$ cat config.mk
export PLATFORM = sky130hd
export DESIGN_NAME = weighted_2x2_subsample_pool
export DESIGN_NICKNAME = d
export VERILOG_FILES = /design/src/w2sp_pkg.sv /design/src/weighted_2x2_subsample_pool.sv
export SDC_FILE = /design/constraint.sdc
export NUM_CORES = 2
export LEC_CHECK = 0
export BUFFER_PORTS_ARGS = -buffer_cell sky130_fd_sc_hd__buf_2
export CAP_MARGIN = 20
export CORE_MARGIN = 4
export CORE_UTILIZATION = 40
export DETAILED_ROUTE_END_ITERATION = 10
export GPL_TIMING_DRIVEN = 0
export PLACE_DENSITY = 0.63
export SYNTH_ARGS = -nofsm -noshare
export SYNTH_HDL_FRONTEND = slang
export SYNTH_SLANG_ARGS = --single-unit
$ cat constraint.sdc
create_clock -name clock -period 10.4 [get_ports clock]
set_clock_uncertainty 0.15 [all_clocks]
set_input_delay 1.04 -clock clock [delete_from_list [all_inputs] [get_ports clock]]
set_output_delay 1.04 -clock clock [all_outputs]
set_load 0.02 [all_outputs]
$ cat src/w2sp_pkg.sv
// constants and shared types for the weighted 2x2 subsample pool
// no dependencies
`timescale 1ns / 1ps

package w2sp_pkg;

   localparam int MAX_WIDTH    = 32;
   localparam int MAX_CHANNELS = 16;
   localparam int WINDOW_TAPS  = 4;
   localparam int ROW_LIMIT    = 64;

   localparam int DATA_W      = 16;
   localparam int CHANNEL_W   = 4;
   localparam int SLOT_W      = 3;
   localparam int OUT_ROW_W   = 5;
   localparam int OUT_COL_W   = 4;
   localparam int CFG_WIDTH_W  = 6;
   localparam int CFG_HEIGHT_W = 7;
   localparam int CSR_DATA_W  = 7;
   localparam int CSR_INDEX_W = 1;

   localparam int W_W    = $clog2(MAX_WIDTH + 1);
   localparam int H_W    = $clog2(ROW_LIMIT + 1);
   localparam int COL_W  = $clog2(MAX_WIDTH);
   localparam int ROW_W  = $clog2(ROW_LIMIT);
   localparam int LB_DEPTH = MAX_WIDTH / 2;
   localparam int LB_AW  = $clog2(LB_DEPTH);
   localparam int CH_AW  = $clog2(MAX_CHANNELS);

   localparam logic [W_W-1:0] WIDTH_RESET  = W_W'(28);
   localparam logic [H_W-1:0] HEIGHT_RESET = H_W'(28);

   localparam logic CMD_PIXEL = 1'b0;
   localparam logic CMD_TABLE = 1'b1;

   localparam logic [CSR_INDEX_W-1:0] REG_IMAGE_WIDTH  = 1'b0;
   localparam logic [CSR_INDEX_W-1:0] REG_IMAGE_HEIGHT = 1'b1;

   localparam logic [SLOT_W-1:0] SLOT_BIAS = SLOT_W'(WINDOW_TAPS);

   typedef logic [DATA_W-1:0] word_type;

   typedef struct packed {
      logic [CHANNEL_W-1:0] channel;
      logic [OUT_ROW_W-1:0] row;
      logic [OUT_COL_W-1:0] col;
      logic                 last;
   } meta_type;

endpackage

$ cat src/weighted_2x2_subsample_pool.sv
// weighted 2x2 subsample pool, stride 2, trainable weights and bias per channel
// uses w2sp_pkg; holds the weight table and line buffer memories
//
//  channel | ports                               | direction
//  --------+-------------------------------------+----------
//  req     | req_valid/ready, cmd data ch slot   | in
//  rsp     | rsp_valid/ready, value ch row col   | out
//  csr     | csr_write, csr_index, csr_wdata     | in
//
// one item per cycle while the output is not stalled; a result leaves after its pixel
// transfer through the memory read, the multiply stage and the sum into the output register
// every stage stalls only when the stage after it is full, so bubbles collapse
// synchronous active-high reset clears counters, previous pixel and stage valids;
// the memories are not cleared
`timescale 1ns / 1ps

module weighted_2x2_subsample_pool (
   input  logic                             clock,
   input  logic                             reset,
   input  logic                             req_valid,
   output logic                             req_ready,
   input  logic                             req_cmd,
   input  logic signed [w2sp_pkg::DATA_W-1:0] req_data,
   input  logic [w2sp_pkg::CHANNEL_W-1:0]   req_channel,
   input  logic [w2sp_pkg::SLOT_W-1:0]      req_slot,
   output logic                             rsp_valid,
   input  logic                             rsp_ready,
   output logic signed [w2sp_pkg::DATA_W-1:0] rsp_pooled_value,
   output logic [w2sp_pkg::CHANNEL_W-1:0]   rsp_out_channel,
   output logic [w2sp_pkg::OUT_ROW_W-1:0]   rsp_out_row,
   output logic [w2sp_pkg::OUT_COL_W-1:0]   rsp_out_col,
   output logic                             rsp_plane_last,
   input  logic                             csr_write,
   input  logic [w2sp_pkg::CSR_INDEX_W-1:0] csr_index,
   input  logic [w2sp_pkg::CSR_DATA_W-1:0]  csr_wdata
);
   import w2sp_pkg::*;

   function automatic logic [W_W-1:0] fit_width(input logic [CFG_WIDTH_W-1:0] v);
      logic [W_W-1:0] r;
      if (W_W'(v) < W_W'(2)) r = W_W'(2);
      else if (W_W'(v) > W_W'(MAX_WIDTH)) r = W_W'(MAX_WIDTH);
      else r = W_W'(v);
      r[0] = 1'b0;
      return r;
   endfunction

   function automatic logic [H_W-1:0] fit_height(input logic [CFG_HEIGHT_W-1:0] v);
      logic [H_W-1:0] r;
      if (H_W'(v) < H_W'(2)) r = H_W'(2);
      else if (H_W'(v) > H_W'(ROW_LIMIT)) r = H_W'(ROW_LIMIT);
      else r = H_W'(v);
      r[0] = 1'b0;
      return r;
   endfunction

   // memories
   word_type [WINDOW_TAPS:0] wt_mem [MAX_CHANNELS];
   word_type [1:0]           lb_mem [LB_DEPTH];
   word_type [WINDOW_TAPS:0] wt_rd_ff;
   word_type [1:0]           lb_rd_ff;

   // configuration and position state
   logic [W_W-1:0]   width_ff;
   logic [H_W-1:0]   height_ff;
   logic [COL_W-1:0] col_ff, col_in;
   logic [ROW_W-1:0] row_ff, row_in;
   word_type         prev_ff;

   // stages
   logic       s1_v_ff, s1_v_in;
   word_type   s1_data_ff, s1_prev_ff;
   meta_type   s1_meta_ff, s1_meta_in;
   logic       p_v_ff;
   word_type [WINDOW_TAPS-1:0] p_prod_ff, p_prod_in;
   word_type   p_bias_ff;
   meta_type   p_meta_ff;
   logic       out_v_ff;
   word_type   out_value_ff, out_value_in;
   meta_type   out_meta_ff;

   logic s1_free, p_free, out_free;
   logic accept, pix_acc, wt_we, lb_we;
   logic [COL_W-1:0] col_cur;
   logic [ROW_W-1:0] row_cur;
   logic [H_W-1:0]   row_pre;
   logic [W_W-1:0]   col_next;
   logic [H_W-1:0]   row_next;
   logic [LB_AW-1:0] lb_addr;
   logic signed [2*DATA_W-1:0] prod_full [WINDOW_TAPS];
   word_type [WINDOW_TAPS-1:0] px;

   assign out_free  = !out_v_ff || rsp_ready;
   assign p_free    = !p_v_ff || out_free;
   assign s1_free   = !s1_v_ff || p_free;
   assign req_ready = s1_free;
   assign accept    = req_valid && s1_free;
   assign pix_acc   = accept && (req_cmd == CMD_PIXEL);
   assign wt_we     = accept && (req_cmd == CMD_TABLE) && (req_slot <= SLOT_BIAS)
                      && (32'(req_channel) < MAX_CHANNELS);

   // position of the incoming pixel, with counters past a shrunken size moved on
   always_comb begin
      col_cur = col_ff;
      row_pre = H_W'(row_ff);
      if (W_W'(col_ff) >= width_ff) begin
         col_cur = '0;
         row_pre = H_W'(row_pre + 1'b1);
      end
      if (row_pre >= height_ff) row_pre = '0;
      row_cur = row_pre[ROW_W-1:0];

      col_next = W_W'(col_cur) + 1'b1;
      row_next = H_W'(row_cur);
      col_in   = col_ff;
      row_in   = row_ff;
      if (pix_acc) begin
         if (col_next >= width_ff) begin
            col_in   = '0;
            row_next = H_W'(row_next + 1'b1);
            if (row_next >= height_ff) row_next = '0;
            row_in = row_next[ROW_W-1:0];
         end else begin
            col_in = col_next[COL_W-1:0];
            row_in = row_cur;
         end
      end
   end

   assign lb_addr = col_cur[COL_W-1:1];
   assign lb_we   = pix_acc && !row_cur[0];
   assign s1_v_in = pix_acc && row_cur[0] && col_cur[0];

   always_comb begin
      s1_meta_in.channel = req_channel;
      s1_meta_in.row     = row_cur[ROW_W-1:1];
      s1_meta_in.col     = col_cur[COL_W-1:1];
      s1_meta_in.last    = (H_W'(row_cur) == H_W'(height_ff - 1'b1))
                           && (W_W'(col_cur) == W_W'(width_ff - 1'b1));
   end

   // window taps: line buffer pair above, previous pixel and current pixel below
   always_comb begin
      px[0] = lb_rd_ff[0];
      px[1] = lb_rd_ff[1];
      px[2] = s1_prev_ff;
      px[3] = s1_data_ff;
      for (int k = 0; k < WINDOW_TAPS; k++) begin
         prod_full[k] = $signed(px[k]) * $signed(wt_rd_ff[k]);
         p_prod_in[k] = prod_full[k][DATA_W-1:0];
      end
   end

   assign out_value_in = p_prod_ff[0] + p_prod_ff[1] + p_prod_ff[2] + p_prod_ff[3]
                         + p_bias_ff;

   // weight table, one row per channel, one lane per slot
   always_ff @(posedge clock) begin
      if (wt_we) wt_mem[req_channel[CH_AW-1:0]][req_slot] <= req_data;
      if (s1_free) wt_rd_ff <= wt_mem[req_channel[CH_AW-1:0]];
   end

   // line buffer, one row per column pair
   always_ff @(posedge clock) begin
      if (lb_we) lb_mem[lb_addr][col_cur[0]] <= req_data;
      if (s1_free) lb_rd_ff <= lb_mem[lb_addr];
   end

   always_ff @(posedge clock) begin
      if (reset) begin
         width_ff  <= WIDTH_RESET;
         height_ff <= HEIGHT_RESET;
      end else if (csr_write) begin
         case (csr_index)
            REG_IMAGE_WIDTH:  width_ff  <= fit_width(csr_wdata[CFG_WIDTH_W-1:0]);
            REG_IMAGE_HEIGHT: height_ff <= fit_height(csr_wdata[CFG_HEIGHT_W-1:0]);
            default: ;
         endcase
      end
   end

   always_ff @(posedge clock) begin
      if (reset) begin
         col_ff   <= '0;
         row_ff   <= '0;
         prev_ff  <= '0;
         s1_v_ff  <= 1'b0;
         p_v_ff   <= 1'b0;
         out_v_ff <= 1'b0;
      end else begin
         col_ff <= col_in;
         row_ff <= row_in;
         if (pix_acc) prev_ff <= req_data;
         if (s1_free) s1_v_ff <= s1_v_in;
         if (p_free) p_v_ff <= s1_v_ff;
         if (out_free) out_v_ff <= p_v_ff;
      end
   end

   always_ff @(posedge clock) begin
      if (s1_free) begin
         s1_data_ff <= req_data;
         s1_prev_ff <= prev_ff;
         s1_meta_ff <= s1_meta_in;
      end
      if (p_free) begin
         p_prod_ff <= p_prod_in;
         p_bias_ff <= wt_rd_ff[WINDOW_TAPS];
         p_meta_ff <= s1_meta_ff;
      end
      if (out_free) begin
         out_value_ff <= out_value_in;
         out_meta_ff  <= p_meta_ff;
      end
   end

   assign rsp_valid        = out_v_ff;
   assign rsp_pooled_value = out_value_ff;
   assign rsp_out_channel  = out_meta_ff.channel;
   assign rsp_out_row      = out_meta_ff.row;
   assign rsp_out_col      = out_meta_ff.col;
   assign rsp_plane_last   = out_meta_ff.last;

`ifndef SYNTHESIS
   a_window_enters: assert property (@(posedge clock) disable iff (reset)
      (pix_acc && row_cur[0] && col_cur[0]) |=> s1_v_ff)
      else $error("completed window did not enter the pipeline");

   a_table_no_result: assert property (@(posedge clock) disable iff (reset)
      (accept && req_cmd == CMD_TABLE) |=> !s1_v_ff)
      else $error("table write produced a result");

   a_mult_advance: assert property (@(posedge clock) disable iff (reset)
      (s1_v_ff && !p_v_ff) |=> p_v_ff)
      else $error("window stalled in front of an empty multiply stage");

   a_sum_advance: assert property (@(posedge clock) disable iff (reset)
      (p_v_ff && !out_v_ff) |=> out_v_ff)
      else $error("products stalled in front of an empty output register");
`endif

endmodule
* Yosys cells after proc, flatten, opt, wreduce, memory -nomap -nowiden
Memories as Yosys holds them, arrays and structs flattened. A register that Yosys moved wholly into a read port is not among the register bits.
Cells that the tools add are included.
** Operators by class
- $add $sub $neg :: 9
- Multiply operators :: 4
- $lt $le $gt $ge :: 13
- Equality and inequality tests :: 2
- Mux-type cells :: 18
- Bitwise logic cells :: 2
- Reductions and logical operators :: 19
** Operators by type and width (number)
- $mux 80 :: 1
- $add 16x16->16 :: 4
- $mul 16x16->16 :: 4
- $demux 16 s3 :: 1
- $mux 16 :: 2
- $mux 32 :: 1
- $mux 6 :: 5
- $mux 7 :: 3
- $demux 16 s1 :: 1
- $add 6x1->7 const B :: 2
- $ge 7x7->1 :: 2
- $logic_and 1x1->1 :: 10
- $mux 5 :: 2
- $eq 6x7->1 :: 1
- $gt 7x7->1 const B :: 1
- $lt 7x2->1 const B :: 1
- $sub 7x1->7 const B :: 1
- $add 5x1->6 const B :: 1
- $eq 5x6->1 :: 1
- $ge 5x6->1 :: 1
- $ge 6x6->1 :: 1
- $gt 6x6->1 const B :: 1
- $lt 6x2->1 const B :: 1
- $sub 6x1->6 const B :: 1
- other kinds (10) :: 18
** Word-level totals
- Flip-flop bits (word level) :: 211
- Bits in writable memories :: 1792
- Bits of input ports :: 37
- Output and inout bits :: 32
- Logic and storage cells :: 97
- Memories :: 2
** Memories
- wt_mem :: depth 16, width 80, read ports 1, clocked after Yosys merged registers in 1, write ports 1, line weighted_2x2_subsample_pool.sv:58 : word_type [WINDOW_TAPS:0] wt_mem [MAX_CHANNELS];
- lb_mem :: depth 16, width 32, read ports 1, clocked after Yosys merged registers in 1, write ports 1, line weighted_2x2_subsample_pool.sv:59 : word_type [1:0] lb_mem [LB_DEPTH];

* Longest topological paths before layout
- Depth after elaboration :: 9
- Mapped depth :: 28

* Worst setup path after synthesis
OpenSTA, ideal clock, no wires.
- Kind :: in2reg
- Start :: input rsp_ready
- End :: memory wt_mem[14][16] (netlist bit), enable pin
- Data arrival time :: 7.643 ns
- Data required time :: 9.930 ns
- Path slack :: 2.287 ns
- Cell stages on the path :: 7
- Path buffers :: 1
- Path through :: nor2b_1 nand3_1 and3_1 nor2b_1 nand3b_1 clkbuf_1 nor2_1
** Between the ends
- Word-level cells in the longest chain between the ends :: 8
** RTL lines
- from (decl) :: line weighted_2x2_subsample_pool.sv:27 : input logic rsp_ready,
- $logic_or 1x1->1 :: line weighted_2x2_subsample_pool.sv:93 : assign out_free = !out_v_ff || rsp_ready;
- $logic_or 1x1->1 :: line weighted_2x2_subsample_pool.sv:94 : assign p_free = !p_v_ff || out_free;
- $logic_or 1x1->1 :: line weighted_2x2_subsample_pool.sv:95 : assign s1_free = !s1_v_ff || p_free;
- named net req_ready :: line weighted_2x2_subsample_pool.sv:21 : output logic req_ready,
- $logic_and 1x1->1 :: line weighted_2x2_subsample_pool.sv:97 : assign accept = req_valid && s1_free;
- $logic_and 1x1->1 (2 in a row) :: line weighted_2x2_subsample_pool.sv:99 : assign wt_we = accept && (req_cmd == CMD_TABLE) && (req_slot <= SLOT_BIAS)
- $mux 1 :: line weighted_2x2_subsample_pool.sv:159 : if (wt_we) wt_mem[req_channel[CH_AW-1:0]][req_slot] <= req_data;
- $mux 80 (not written as such) :: line weighted_2x2_subsample_pool.sv:159
- to (decl) :: line weighted_2x2_subsample_pool.sv:58
The timed path passes the listed nets, and every way through them passes these cells.

* Worst setup path in the final report
- Start :: register col_ff[1]
- End :: register row_ff[3]
** Between the ends
- Word-level cells in the longest chain between the ends :: 8
** RTL lines
- from (decl) :: line weighted_2x2_subsample_pool.sv:66 : logic [COL_W-1:0] col_ff, col_in;
- from (signal assigned) :: line weighted_2x2_subsample_pool.sv:191 : col_ff <= col_in;
- $ge 5x6->1 :: line weighted_2x2_subsample_pool.sv:106 : if (W_W'(col_ff) >= width_ff) begin
- $mux 7 :: line weighted_2x2_subsample_pool.sv:106
- $ge 7x7->1 :: line weighted_2x2_subsample_pool.sv:110 : if (row_pre >= height_ff) row_pre = '0;
- $mux 6 :: line weighted_2x2_subsample_pool.sv:110
- $add 6x1->7 :: line weighted_2x2_subsample_pool.sv:120 : row_next = H_W'(row_next + 1'b1);
- $ge 7x7->1 :: line weighted_2x2_subsample_pool.sv:121 : if (row_next >= height_ff) row_next = '0;
- $mux 6 :: line weighted_2x2_subsample_pool.sv:121
- $mux 6 * :: line weighted_2x2_subsample_pool.sv:118 : if (col_next >= width_ff) begin
- to (signal assigned) :: line weighted_2x2_subsample_pool.sv:192 : row_ff <= row_in;
- to (decl) :: line weighted_2x2_subsample_pool.sv:67 : logic [ROW_W-1:0] row_ff, row_in;
Mark *: on every way between the ends. The rest lies on a longest branch, timed or not.
A chain may end at the register's enable or synchronous reset.

==> qor.txt <==
Status -> finished, final reports clean
Largest net degree at the start of global routing -> 82
I/O Buffers -> 67
Initial antenna violation count -> 17
Fmax -> 127 MHz
Setup crit start kind -> register
WS Path Type -> reg -> reg
Worst reg-to-reg path cell count -> 26
Adder-cell share of the synthesized area -> 11.0%
Vias in the first global route -> 54637
Syn avg cell area -> 16.5 sq um
Cell area after synthesis -> 98400 sq um
Final Net Count -> 7044
Via count -> 53822
1st-iter DRT viols -> 5935
CTS HTree Levels -> 4
Synth cell types -> 73
Total negative slack -> 0 ps
WP data required -> 11060 ps
WHS Endpoint -> s1_meta_ff[10]
Max-slew violations -> 0
FF-to-FF End -> row_ff[3]
Post CTS Setup Buffer Count -> 0
Mapped Cells -> 5963
Max transition margin -> 21.9%
IO Pins -> 69
Worst-Skew Late Latency -> 890 ps
CTS Buf Count -> 211
Post-DP Area -> 105000 sq um
Root buf cell -> clkbuf_16
Vias per cell -> 5.52
GP Congestion -> 0.857
Pre-antenna DRT Iters -> 6
Sequential area share after synthesis -> 64.1%
Drt drc -> 0
Post-cts sizing count -> 0
Die Height -> 504 um
Post-synth EDFFs -> 2074
RSZ-0062 raised after global routing -> no
Fin crit period -> 7860 ps
Die area -> 254000 sq um
Slew @ Worst Pin -> 1170 ps
Largest family of logic cells by synthesized area -> adder cells
Yosys reg bits -> 2115
CTS max path bufs -> 3
Routed WL -> 251 mm
Area grow syn2layout -> 14.6%
Dpl hpwl -> 174 mm
Simple-Gate Fraction of Synth Area -> 5.55%
Final Setup Violations -> 0
Initial core utilization -> 40.3%
Worst Hold Path Cells -> 1
CTS tree -> yes
Synth Area in XOR/XNOR -> 1.87%
Yosys warnings -> 0
Power Dens Cells -> 246 nW/um^2
Gr usage total -> 19.6%
Post-route clock period utilization -> 75.6%
Core area -> 244000 sq um
Ys flop type -> edfxtp_1
Final Hold Vio Count -> 0
Hold-fix buffers, CTS -> 0
Crit path DAT -> 8520 ps
Critical Path End Type -> register
Hold Crit Class -> in -> reg
First-pass GRT wire length -> 371 mm
Grt total ovfl -> 0
Routed WL per cell -> 25.8 um
Compound-Gate Fraction of Synth Area -> 3.44%
Worst r2r src -> col_ff[1]
R2R Setup Slk -> 2540 ps
Post-Syn Nets -> 6646
Critical Path Start -> col_ff[1]
Post-Layout Inst Area -> 113000 sq um
Layout cell share with drive strength beyond 1 -> 18.5%
Mux share of post-synthesis cell area -> 10.9%
Clock transition at path regs -> 70 ps
CTS Sinks -> 2115
Row Count -> 181
Post-route ant nets -> 0
Die W -> 504 um
Max cap viols -> 0
Worst Hold Launch -> req_channel[0]
Worst IR drop on VDD -> 533 uV
Leakage -> 39.5 nW
Ys async rst share -> 0%
Crit Path Max Fanout -> 10
## synthesized netlist by cell type (all sizes together) (10+ instances only)
library cell / number / area share, %
a21boi: 17 / 0.13
a21o: 22 / 0.17
a21oi: 156 / 0.80
a22oi: 19 / 0.15
a2bb2oi: 31 / 0.28
and2: 286 / 1.8
buf: 89 / 0.45
clkbuf: 185 / 0.72
dfxtp: 41 / 0.83
edfxtp: 2074 / 63
fa: 360 / 7.3
ha: 286 / 3.6
inv: 522 / 2.0
mux2: 78 / 0.89
mux2i: 39 / 0.40
mux4: 418 / 9.6
nand2: 399 / 1.5
nand2b: 18 / 0.11
nand3: 62 / 0.32
nor2: 333 / 1.3
nor2b: 10 / 0.071
nor3: 26 / 0.13
nor4: 11 / 0.076
o211ai: 57 / 0.44
o21ai: 31 / 0.16
o221ai: 95 / 0.85
xnor2: 167 / 1.5
xor2: 42 / 0.38
## final cells by class
| class | instances | area [sq um] |
|---|---|---|
| timing repair buffer | 185 | 2650 |
| inverter | 524 | 1970 |
| buffer | 274 | 1150 |
| antenna | 9 | 22.5 |
| fill | 20595 | 131000 |
| sequential | 2115 | 63100 |
| tap | 3202 | 4010 |
| multi-input combinational | 3050 | 32400 |
| clock buffer | 241 | 5440 |
| clock inverter | 159 | 1960 |
## stage by stage
| step | setup WS (ps) | cells | util [%] | hold WS [ps] | power [mW] |
|---|---|---|---|---|---|
| global route | 2140 | 9751 | 46.2 | 138 | 29.4 |
| detailed placement | 2660 | 9346 | 43.2 | 255 | 19.9 |
| floorplan | 2290 | 5963 | - | 250 | 16.8 |
| CTS | 2620 | 9746 | 46.2 | 99.3 | 28.0 |
| global placement | -2150 | 9232 | 42.1 | 253 | 19.8 |
| finish | 2540 | 9759 | 46.2 | 193 | 27.7 |
## worst max-delay path: stages (launching register included)
cell      delay (ps)
dfxtp_1          310
buf_2            270
clkinv_1         340
clkbuf_1         420
ha_1             400
nor2b_4          140
o21a_4           250
o21ai_2          320
buf_4            290
clkbuf_1         490
nor3_1           160
ha_1             340
nand4_1          130
a21oi_1           70
a211oi_1         340
nand2_1          320
inv_1            330
ha_1             290
or4b_4           510
xnor2_1          150
ha_1             310
a21o_1           180
a21oi_1          130
o221ai_1         180
a31o_2           310
or4_1            480
o22ai_1          140
## routing by layer
metal,wire length (um),global-route usage [%]
met5,0,0
met4,6340,5.15
met3,20900,3.64
met2,116000,30.3
met1,108000,28.7
## worst max-delay path by stage
stage	slack, ps	to	cells after the start
3_5_place_dp	2660	row_ff[3]	26
6_report	2540	row_ff[3]	26
3_3_place_gp	-2150	wt_mem[1][43]	8
5_1_grt	2140	row_ff[3]	26
4_1_cts	2620	row_ff[3]	26
2_1_floorplan	2290	wt_mem[14][16]	7
## kinds of logic after synthesis
logic type      after synthesis
fa+ha+maj                   646
flops                      2115
xor+xnor                    209
mux                         535
compound gates              484
simple gates               1176
buf+inv                     798
## power breakdown
part | switching (mW) | total (mW) | internal [mW]
logic | 5.56 | 9.44 | 3.88
clock network | 3.39 | 8.00 | 4.60
registers | 0.218 | 10.3 | 10.0
total | 9.17 | 27.7 | 18.5
## registers in the layout (all words and copies together) (netlist names), 14 cells and up
| signal | cells |
|---|---|
| lb_rd_ff | 32 |
| p_meta_ff | 14 |
| lb_mem | 512 |
| p_prod_ff | 64 |
| s1_meta_ff | 14 |
| rsp_pooled_value | 16 |
| wt_mem | 1280 |
| wt_rd_ff | 80 |
| prev_ff | 16 |
| s1_prev_ff | 16 |
| p_bias_ff | 16 |
| s1_data_ff | 16 |
## cell usage in the layout, fill, tap and decap left out, types with 61 or more instances in the layout
cell / synthesis / final
edfxtp_1: 2074 / 2074
inv_1: 521 / 520
mux4_2: 418 / 418
nand2_1: 398 / 397
fa_1: 360 / 360
and2_1: 286 / 286
ha_1: 286 / 286
nor2_1: 331 / 224
clkbuf_16: 0 / 212
clkbuf_1: 183 / 209
xnor2_1: 167 / 167
a21oi_1: 155 / 155
nor2_2: 2 / 109
buf_2: 49 / 100
o221ai_1: 95 / 95
mux2_2: 78 / 78
buf_8: 0 / 70
nand3_1: 62 / 61
No activity file was read; power rests on OpenSTA's default activity.
